<file path="config.mk">
export PLATFORM = sky130hd
export DESIGN_NAME = fifo_reuse_handle_allocator_unit_flat
export DESIGN_NICKNAME = d
export VERILOG_FILES = /design/src/hdl/fra_pkg.sv /design/src/hdl/fra_if.sv /design/src/hdl/fifo_reuse_handle_allocator_unit.sv /design/src/hdl/fra_free_queue.sv /design/src/hdl/fra_active_map.sv /design/src/flat_wrapper.sv
export SDC_FILE = /design/constraint.sdc
export NUM_CORES = 2
export LEC_CHECK = 0
export ABC_CLOCK_PERIOD_IN_PS = 11720
export BUFFER_PORTS_ARGS = -buffer_cell sky130_fd_sc_hd__buf_2
export CAP_MARGIN = 20
export CORE_UTILIZATION = 63
export CTS_CLUSTER_SIZE = 16
export DETAILED_ROUTE_END_ITERATION = 12
export PLACE_DENSITY = 0.81
export SLEW_MARGIN = 10
export SYNTH_ARGS = -nofsm -noshare
export SYNTH_HDL_FRONTEND = slang
export SYNTH_HIERARCHICAL = 1
export SYNTH_SLANG_ARGS = --single-unit
</file>
<file path="constraint.sdc">
create_clock -name clk -period 11.72 [get_ports clk]
set_input_delay 0 -clock clk [delete_from_list [all_inputs] [get_ports clk]]
set_output_delay 0 -clock clk [all_outputs]
set_load 0.05 [all_outputs]
</file>
<file path="src/hdl/fra_pkg.sv">
// ----------------------------------------------------------------------------
// fra_pkg
// Shared types and codes for the FIFO-reuse handle allocator.
// ----------------------------------------------------------------------------
package fra_pkg;

  localparam int HandleW = 8;

  typedef logic [HandleW-1:0] handle_t;
  typedef logic [1:0]         req_code_t;

  // Request codes. The fourth code is unused and is answered as an invalid free.
  localparam req_code_t REQ_ALLOC = 2'd0;
  localparam req_code_t REQ_TRY   = 2'd1;
  localparam req_code_t REQ_FREE  = 2'd2;

  typedef enum logic [1:0] {
    ST_OK        = 2'd0,
    ST_NONE      = 2'd1,
    ST_INVALID   = 2'd2,
    ST_EXHAUSTED = 2'd3
  } status_t;

  // Free-queue control from the allocator core.
  typedef struct packed {
    logic    push;
    logic    pop;
    handle_t push_data;
  } q_ctrl_t;

  // Free-queue status back to the allocator core.
  typedef struct packed {
    logic    empty;
    logic    full;
    handle_t head_data;
  } q_stat_t;

  // Active bitmap control.
  typedef struct packed {
    logic    set_en;
    handle_t set_idx;
    logic    clr_en;
    handle_t clr_idx;
    handle_t rd_idx;
  } act_ctrl_t;

endpackage

</file>
<file path="src/hdl/fra_if.sv">
// ----------------------------------------------------------------------------
// fra_req_if / fra_rsp_if
// Valid/ready channels for allocator requests and their results.
// ----------------------------------------------------------------------------
interface fra_req_if;
  logic              valid;
  logic              ready;
  logic [1:0]        req_type;
  fra_pkg::handle_t  handle_in;

  modport source (output valid, output req_type, output handle_in, input ready);
  modport sink   (input valid, input req_type, input handle_in, output ready);
endinterface

interface fra_rsp_if;
  logic              valid;
  logic              ready;
  fra_pkg::handle_t  handle_out;
  logic [1:0]        status;

  modport source (output valid, output handle_out, output status, input ready);
  modport sink   (input valid, input handle_out, input status, output ready);
endinterface

</file>
<file path="src/hdl/fifo_reuse_handle_allocator_unit.sv">
// ----------------------------------------------------------------------------
// fifo_reuse_handle_allocator_unit
// Handle allocator that reuses freed handles oldest first.
// ----------------------------------------------------------------------------
// The unit accepts one request per cycle while its output is not stalled, and
// returns each result through two registers: the request is captured in an
// input register, executed against the free queue and the active bitmap, and
// the result is held in an output register. The oldest freed handle is always
// waiting in the free queue's registered read port, so a pop can use it in
// the same cycle. The active bitmap is flops cleared by reset, so the unit is
// ready right after reset. Only handles below 256 can be freed, so the free
// queue and bitmap hold min(POOL_SIZE, 256) entries; fresh grants at or above
// 256 are never marked active, so they can never be returned.
// ----------------------------------------------------------------------------
module fifo_reuse_handle_allocator_unit #(
  parameter int POOL_SIZE = 256
) (
  input  logic             clk,
  input  logic             rst_n,
  fra_req_if.sink          in_if,
  fra_rsp_if.source        out_if
);
  import fra_pkg::*;

  localparam int ActN = (POOL_SIZE < 256) ? POOL_SIZE : 256;
  localparam int NFW  = $clog2(POOL_SIZE + 1);

  // Input register.
  logic       in_valid_r;
  req_code_t  req_r;
  handle_t    hin_r;

  // Result register.
  logic       out_valid_r, out_valid_nxt;
  handle_t    out_handle_r;
  status_t    out_status_r;

  logic [NFW-1:0] nf_r, nf_nxt;

  q_ctrl_t   q_ctrl;
  q_stat_t   q_stat;
  act_ctrl_t a_ctrl;
  logic      act_bit;

  logic      exec_fire;
  logic      hin_in_pool;
  logic      exhausted;
  logic      fresh_trackable;
  handle_t   res_handle;
  status_t   res_status;

  assign exec_fire    = in_valid_r && (!out_valid_r || out_if.ready);
  assign in_if.ready  = !in_valid_r || exec_fire;

  assign hin_in_pool     = (32'(hin_r) < POOL_SIZE);
  assign exhausted       = (nf_r == NFW'(POOL_SIZE));
  assign fresh_trackable = (nf_r < NFW'(ActN));

  always_comb begin
    q_ctrl         = '0;
    a_ctrl         = '0;
    a_ctrl.rd_idx  = hin_r;
    q_ctrl.push_data = hin_r;
    a_ctrl.clr_idx = hin_r;
    nf_nxt         = nf_r;
    res_handle     = '0;
    res_status     = ST_OK;
    case (req_r)
      REQ_ALLOC, REQ_TRY: begin
        if (!q_stat.empty) begin
          res_handle     = q_stat.head_data;
          q_ctrl.pop     = exec_fire;
          a_ctrl.set_en  = exec_fire;
          a_ctrl.set_idx = q_stat.head_data;
        end else if (req_r == REQ_TRY) begin
          res_status = ST_NONE;
        end else if (exhausted) begin
          res_status = ST_EXHAUSTED;
        end else begin
          res_handle     = 8'(nf_r);
          a_ctrl.set_en  = exec_fire && fresh_trackable;
          a_ctrl.set_idx = 8'(nf_r);
          if (exec_fire) begin
            nf_nxt = nf_r + NFW'(1);
          end
        end
      end
      REQ_FREE: begin
        if (hin_in_pool && act_bit && !q_stat.full) begin
          q_ctrl.push   = exec_fire;
          a_ctrl.clr_en = exec_fire;
        end else begin
          res_status = ST_INVALID;
        end
      end
      default: begin
        res_status = ST_INVALID;
      end
    endcase
  end

  always_comb begin
    out_valid_nxt = out_valid_r;
    if (exec_fire) begin
      out_valid_nxt = 1'b1;
    end else if (out_if.ready) begin
      out_valid_nxt = 1'b0;
    end
  end

  always_ff @(posedge clk) begin
    if (!rst_n) begin
      in_valid_r  <= 1'b0;
      out_valid_r <= 1'b0;
      nf_r        <= '0;
    end else begin
      if (in_if.ready) begin
        in_valid_r <= in_if.valid;
      end
      out_valid_r <= out_valid_nxt;
      nf_r        <= nf_nxt;
    end
  end

  always_ff @(posedge clk) begin
    if (in_if.valid && in_if.ready) begin
      req_r <= in_if.req_type;
      hin_r <= in_if.handle_in;
    end
    if (exec_fire) begin
      out_handle_r <= res_handle;
      out_status_r <= res_status;
    end
  end

  fra_free_queue #(
    .Depth (ActN)
  ) u_queue (
    .clk   (clk),
    .rst_n (rst_n),
    .ctrl  (q_ctrl),
    .stat  (q_stat)
  );

  fra_active_map #(
    .Entries (ActN)
  ) u_active (
    .clk    (clk),
    .rst_n  (rst_n),
    .ctrl   (a_ctrl),
    .rd_bit (act_bit)
  );

  assign out_if.valid      = out_valid_r;
  assign out_if.handle_out = out_handle_r;
  assign out_if.status     = out_status_r;

  a_fresh_bound: assert property (@(posedge clk) disable iff (!rst_n)
    nf_r <= NFW'(POOL_SIZE))
    else $error("fresh handle counter beyond pool");

  a_fail_zero: assert property (@(posedge clk) disable iff (!rst_n)
    (out_valid_r && out_status_r != ST_OK) |-> out_handle_r == '0)
    else $error("failed request carries a nonzero handle");

  a_one_queue_op: assert property (@(posedge clk) disable iff (!rst_n)
    !(q_ctrl.push && q_ctrl.pop) && !(a_ctrl.set_en && a_ctrl.clr_en))
    else $error("request drove both a grant and a free");

  a_exec_result: assert property (@(posedge clk) disable iff (!rst_n)
    exec_fire |=> out_valid_r)
    else $error("executed request produced no result");

endmodule

</file>
<file path="src/hdl/fra_free_queue.sv">
// ----------------------------------------------------------------------------
// fra_free_queue
// FIFO of freed handles in a single-port-write, registered-read memory.
// The head entry is prefetched so that a pop can use it in the same cycle.
// ----------------------------------------------------------------------------
module fra_free_queue #(
  parameter int Depth = 256
) (
  input  logic             clk,
  input  logic             rst_n,
  input  fra_pkg::q_ctrl_t ctrl,
  output fra_pkg::q_stat_t stat
);
  import fra_pkg::*;

  localparam int AW = (Depth > 1) ? $clog2(Depth) : 1;
  localparam int CW = $clog2(Depth + 1);

  handle_t       mem [Depth];
  logic [AW-1:0] head_r, head_nxt;
  logic [AW-1:0] tail_r, tail_nxt;
  logic [CW-1:0] count_r, count_nxt;
  handle_t       rd_data_r;

  function automatic logic [AW-1:0] step_ptr(input logic [AW-1:0] p);
    step_ptr = (p == AW'(Depth - 1)) ? '0 : p + AW'(1);
  endfunction

  always_comb begin
    head_nxt  = ctrl.pop  ? step_ptr(head_r) : head_r;
    tail_nxt  = ctrl.push ? step_ptr(tail_r) : tail_r;
    count_nxt = count_r;
    if (ctrl.push && !ctrl.pop) begin
      count_nxt = count_r + CW'(1);
    end else if (ctrl.pop && !ctrl.push) begin
      count_nxt = count_r - CW'(1);
    end
  end

  always_ff @(posedge clk) begin
    if (!rst_n) begin
      head_r  <= '0;
      tail_r  <= '0;
      count_r <= '0;
    end else begin
      head_r  <= head_nxt;
      tail_r  <= tail_nxt;
      count_r <= count_nxt;
    end
  end

  // Write port, plus a read of the next head with forwarding when the same
  // entry is written in this cycle.
  always_ff @(posedge clk) begin
    if (ctrl.push) begin
      mem[tail_r] <= ctrl.push_data;
    end
    if (ctrl.push && (tail_r == head_nxt)) begin
      rd_data_r <= ctrl.push_data;
    end else begin
      rd_data_r <= mem[head_nxt];
    end
  end

  assign stat.empty     = (count_r == '0);
  assign stat.full      = (count_r == CW'(Depth));
  assign stat.head_data = rd_data_r;

  a_count_bound: assert property (@(posedge clk) disable iff (!rst_n)
    count_r <= CW'(Depth))
    else $error("free queue count above depth");

  a_no_pop_empty: assert property (@(posedge clk) disable iff (!rst_n)
    ctrl.pop |-> count_r != '0)
    else $error("pop from empty free queue");

  a_ptr_gap: assert property (@(posedge clk) disable iff (!rst_n)
    (count_r != '0 && count_r != CW'(Depth)) |-> head_r != tail_r)
    else $error("free queue pointers disagree with count");

endmodule

</file>
<file path="src/hdl/fra_active_map.sv">
// ----------------------------------------------------------------------------
// fra_active_map
// One flop per freeable handle, set on grant and cleared on free.
// ----------------------------------------------------------------------------
module fra_active_map #(
  parameter int Entries = 256
) (
  input  logic               clk,
  input  logic               rst_n,
  input  fra_pkg::act_ctrl_t ctrl,
  output logic               rd_bit
);
  import fra_pkg::*;

  localparam int AW = (Entries > 1) ? $clog2(Entries) : 1;

  logic [Entries-1:0] bits_r, bits_nxt;

  always_comb begin
    bits_nxt = bits_r;
    if (ctrl.set_en) begin
      bits_nxt[ctrl.set_idx[AW-1:0]] = 1'b1;
    end
    if (ctrl.clr_en) begin
      bits_nxt[ctrl.clr_idx[AW-1:0]] = 1'b0;
    end
  end

  always_ff @(posedge clk) begin
    if (!rst_n) begin
      bits_r <= '0;
    end else begin
      bits_r <= bits_nxt;
    end
  end

  assign rd_bit = bits_r[ctrl.rd_idx[AW-1:0]];

endmodule
</file>
<file path="src/flat_wrapper.sv">
// flat-port wrapper written by rule: the top's interface ports become plain ports
module fifo_reuse_handle_allocator_unit_flat import fra_pkg::*;
#(
  parameter int POOL_SIZE = 256
)
  (clk, rst_n, in_if_valid, in_if_req_type, in_if_handle_in, in_if_ready, out_if_valid, out_if_handle_out, out_if_status, out_if_ready);
  fra_req_if in_if_i ();
  fra_rsp_if out_if_i ();
  input  logic clk;
  input  logic rst_n;
  input wire logic [$bits(in_if_i.valid)-1:0] in_if_valid;
  input wire logic [$bits(in_if_i.req_type)-1:0] in_if_req_type;
  input wire logic [$bits(in_if_i.handle_in)-1:0] in_if_handle_in;
  output wire logic [$bits(in_if_i.ready)-1:0] in_if_ready;
  output wire logic [$bits(out_if_i.valid)-1:0] out_if_valid;
  output wire logic [$bits(out_if_i.handle_out)-1:0] out_if_handle_out;
  output wire logic [$bits(out_if_i.status)-1:0] out_if_status;
  input wire logic [$bits(out_if_i.ready)-1:0] out_if_ready;
  assign in_if_i.valid = in_if_valid;
  assign in_if_i.req_type = in_if_req_type;
  assign in_if_i.handle_in = in_if_handle_in;
  assign in_if_ready = in_if_i.ready;
  assign out_if_valid = out_if_i.valid;
  assign out_if_handle_out = out_if_i.handle_out;
  assign out_if_status = out_if_i.status;
  assign out_if_i.ready = out_if_ready;
  fifo_reuse_handle_allocator_unit #(.POOL_SIZE(POOL_SIZE)) u_core (.clk(clk), .rst_n(rst_n), .in_if(in_if_i), .out_if(out_if_i));
endmodule
</file>
==> impl_metrics.py <==
metrics = {
    "run_status": {
        "status": "finished, final reports clean",
    },
    "place": {
        "dpl_worst_slack_ns": 4.886,
        "io_buffers": 25,
        "gp_congestion": 0.9393,
        "hpwl_um": 142300,
        "post_dp_cell_area_mm2": 0.09530,
        "dp_cells": 7056,
    },
    "cts": {
        "cts-buffers-inserted": 214,
        "cts_tree": "done",
        "cts_resized": 0,
        "clock-sinks": 2368,
        "post-cts-setup-buffers": 0,
        "htree_levels": 4,
        "cts_buffer_depth": 3,
        "cts_root_buffer": "clkbuf_16",
        "insertion_delay_ns": 0.88,
        "cts_hold_buf": 27,
        "clk_pin_slew_ns": 0.07,
    },
    "timing": {
        "hold_viol_final": 0,
        "whs_ns": 0.1553,
        "fin_skew_ns": 0.06030,
        "final.setup.tns_ns": 0,
        "rsz0062_at_grt": "false",
        "maxSlewHeadroom_pct": 17.46,
        "max_freq_ghz": 0.1377,
        "setup_viol": 0,
        "finalCritPeriodShare_pct": 61.96,
        "min_period_ns": 7.261,
        "layout_setup_ws_ns": 4.459,
        "drv_slew": 0,
        "worstMarginPinSlew_ns": 1.234,
    },
    "route": {
        "num_vias": 54180,
        "wl_met1_um": 86780,
        "drt_wl_total_um": 252400,
        "drc": 0,
        "routed.top_layer": "met5",
        "wl_per_cell_um": 33.68,
        "wl_met2_um": 116800,
        "vias_per_cell": 7.232,
        "postRouteAntennaNets": 0,
        "drtPass1Iterations": 9,
        "drtIter0Drc": 9317,
        "met3WireLength_um": 35630,
    },
    "synth": {
        "synth_commonest_cells": "edfxtp_1, nor2_1, mux4_2",
        "syn_nets": 5393,
        "synth.largest_area_cell": "edfxtp_1",
        "ys_seq_area_share_pct": 72.59,
        "synth-main-ff-cell": "edfxtp_1",
        "synth_edf_count": 2068,
        "postSynthCellCount": 5362,
        "synthDistinctLibCells": 75,
        "synth_area_mm2": 0.09382,
        "synthTopCellsByArea": "edfxtp_1, mux4_2, dfxtp_1, nor2_1, a21oi_1",
        "async_flop_share_pct": 0,
        "synth.most_common_cell": "edfxtp_1",
        "ys_seq_elements": 2368,
        "yosysWarnings": 6,
        "synth_top_area_share_pct": 66.19,
        "avgSynthCellArea_um2": 17.50,
    },
    "floorplanning": {
        "dieHeight_um": 387.9,
        "die_w_um": 387.9,
        "core_area_mm2": 0.1478,
        "die_area_mm2": 0.1505,
        "row_count": 141,
        "pin_count": 26,
        "start_util_pct": 63.46,
    },
    "setup_path": {
        "arrival_ns": 8.07,
        "regToRegSetupSlack_ns": 4.46,
        "cp_common_cell": "a2111oi_0",
        "critPathMaxFanout": 63,
        "path_buf_inv": 3,
        "crit_chain": "buf_4 > nand3b_1 > o21ai_0 > a2111oi_0 > a2111oi_0 > nor3b_1 > a211oi_1 > nor4bb_1 > and3_1 > buf_4 > ha_1 > inv_1 > ha_1 > a21o_1 > a21oi_1 > o21bai_1 > a2111oi_0 > o2111ai_1 > nand3_1",
        "path_class": "register to register",
        "critPathRequiredTime_ns": 12.53,
        "crit_path_end_kind": "register",
        "startpoint_type": "register",
        "slowest_delay_ns": 0.69,
        "slowest_stage": "nand3b_1",
        "crit_family": "compound AO/OA/AOI/OAI gates",
    },
    "layout": {
        "fin_cells": 7492,
        "syn2layout_area_growth_pct": 9.277,
        "final_area_mm2": 0.1025,
        "layout-drive-gt1-share_pct": 18.87,
        "nets": 5412,
    },
    "grt": {
        "gr-total-overflow": 0,
        "grt_pass1_vias": 52497,
        "grt_antenna_before_repair": 4,
        "grt_pass1_wl_um": 364000,
        "grt_max_degree": 165,
        "grt_usage_pct": 33.53,
    },
    "power_and_ir_drop": {
        "swShare_pct": 22.70,
        "p_per_area_mw_per_mm2": 169.9,
        "combinationalPowerShare_pct": 7.8,
        "pwr-share-seq_pct": 52.8,
        "irDropWorstVdd_uv": 177.9,
        "p_clk_share_pct": 39.3,
        "power_leakage_nw": 31.12,
        "intPower_mw": 13.47,
        "power_switching_mw": 3.956,
    },
    "worst_hold_path": {
        "hold_class": "input port to register",
    },
    "run": {
        "cap_violations": 0,
    },
}
-- cell usage in the layout, fill, tap and decap left out, types with 17 or more instances in the layout --
master         synthesis  final
o22ai_1              120    120
a22o_1                37     37
inv_1                 18     18
a22oi_1               82     82
dlygate4sd3_1          0     27
a31oi_1               18     18
dfxtp_1              300    298
clkinv_2               0     56
nand3_1               48     48
clkbuf_16              0    218
nand2_1              121    115
o21ai_0              268    268
clkbuf_1             195     38
clkinv_1               3     44
a21oi_1              318    318
a211oi_1              37     37
nor2b_1               22     19
buf_4                 24     92
buf_2                 75     24
nor4_2                16     17
nor2_1               613    605
edfxtp_1            2068   2068
mux2i_1              142    142
mux4_2               516    516
-- cells by family after synthesis --
family | count (synthesis) | synth area share [%]
buf+inv | 376 | 2.210
mux | 679 | 14.22
fa+ha+maj | 17 | 0.2347
compound gates | 958 | 6.128
flops | 2368 | 72.59
simple gates | 948 | 4.466
xor+xnor | 16 | 0.1494
-- final cells by class --
| class | count | area (µm²) |
|---|---|---|
| repair buffers | 157 | 1353 |
| flip-flops and latches | 2368 | 68110 |
| clock inverters | 136 | 1144 |
| well taps | 1930 | 2415 |
| inverters | 22 | 82.58 |
| multi-input cells | 2618 | 23770 |
| fillers | 8668 | 45310 |
| clock buffers | 259 | 5639 |
| diodes | 2 | 5.005 |
-- worst min-delay path, cell delays in order --
cell	delay [ns]
dlygate4sd3_1	0.56
buf_6	0.25
o21ai_0	0.12
nor2_1	0.04
-- through the flow --
step	util (%)	power, mW
floorplan	-	10.45
global placement	64.45	10.67
detailed placement	64.46	10.70
CTS	69.24	17.44
global route	69.35	17.81
finish	69.35	17.42
-- sequential cells by signal, indices dropped and copies added, names as in the netlist, named ones only --
signal                    count
u_core/u_active/bits_r      256
u_core/out_if.status          2
u_core/in_valid_r             1
u_core/u_queue/tail_r         8
u_core/u_queue/mem         2048
u_core/out_if.valid           1
u_core/nf_r                   9
u_core/hin_r                  8
u_core/u_queue/count_r        9
u_core/u_queue/head_r         8
u_core/out_if.handle_out      8
u_core/req_r                  2
-- power groups by stage --
| stage | Clock (mW) | Combinational (mW) | Sequential [mW] |
|---|---|---|---|
| 2_1_floorplan | 0 | 0.986 | 9.46 |
| 3_3_place_gp | 0 | 1.29 | 9.38 |
| 3_5_place_dp | 0 | 1.31 | 9.38 |
| 4_1_cts | 6.89 | 1.35 | 9.20 |
| 5_1_grt | 7.18 | 1.43 | 9.20 |
| 6_report | 6.86 | 1.37 | 9.20 |
-- layer usage --
metal | vias to the layer above | track usage [%]
met5 | - | 0
met4 | 2 | 15.15
met3 | 843 | 8.740
met2 | 4708 | 51.07
met1 | 27149 | 46.09
li1 | 21478 | -
-- worst paths after layout --
kind                                             startpoint                     endpoint  depth (start not counted)
worst min-delay path                                  rst_n  u_core/u_active/bits_r[104]                          4
worst min register to register  u_core/u_active/bits_r[161]  u_core/u_active/bits_r[161]                          2
worst max-delay path                        u_core/hin_r[2]    u_core/u_queue/count_r[7]                         19
worst max register to register              u_core/hin_r[2]    u_core/u_queue/count_r[7]                         19
(Power assumes the default switching activity.)
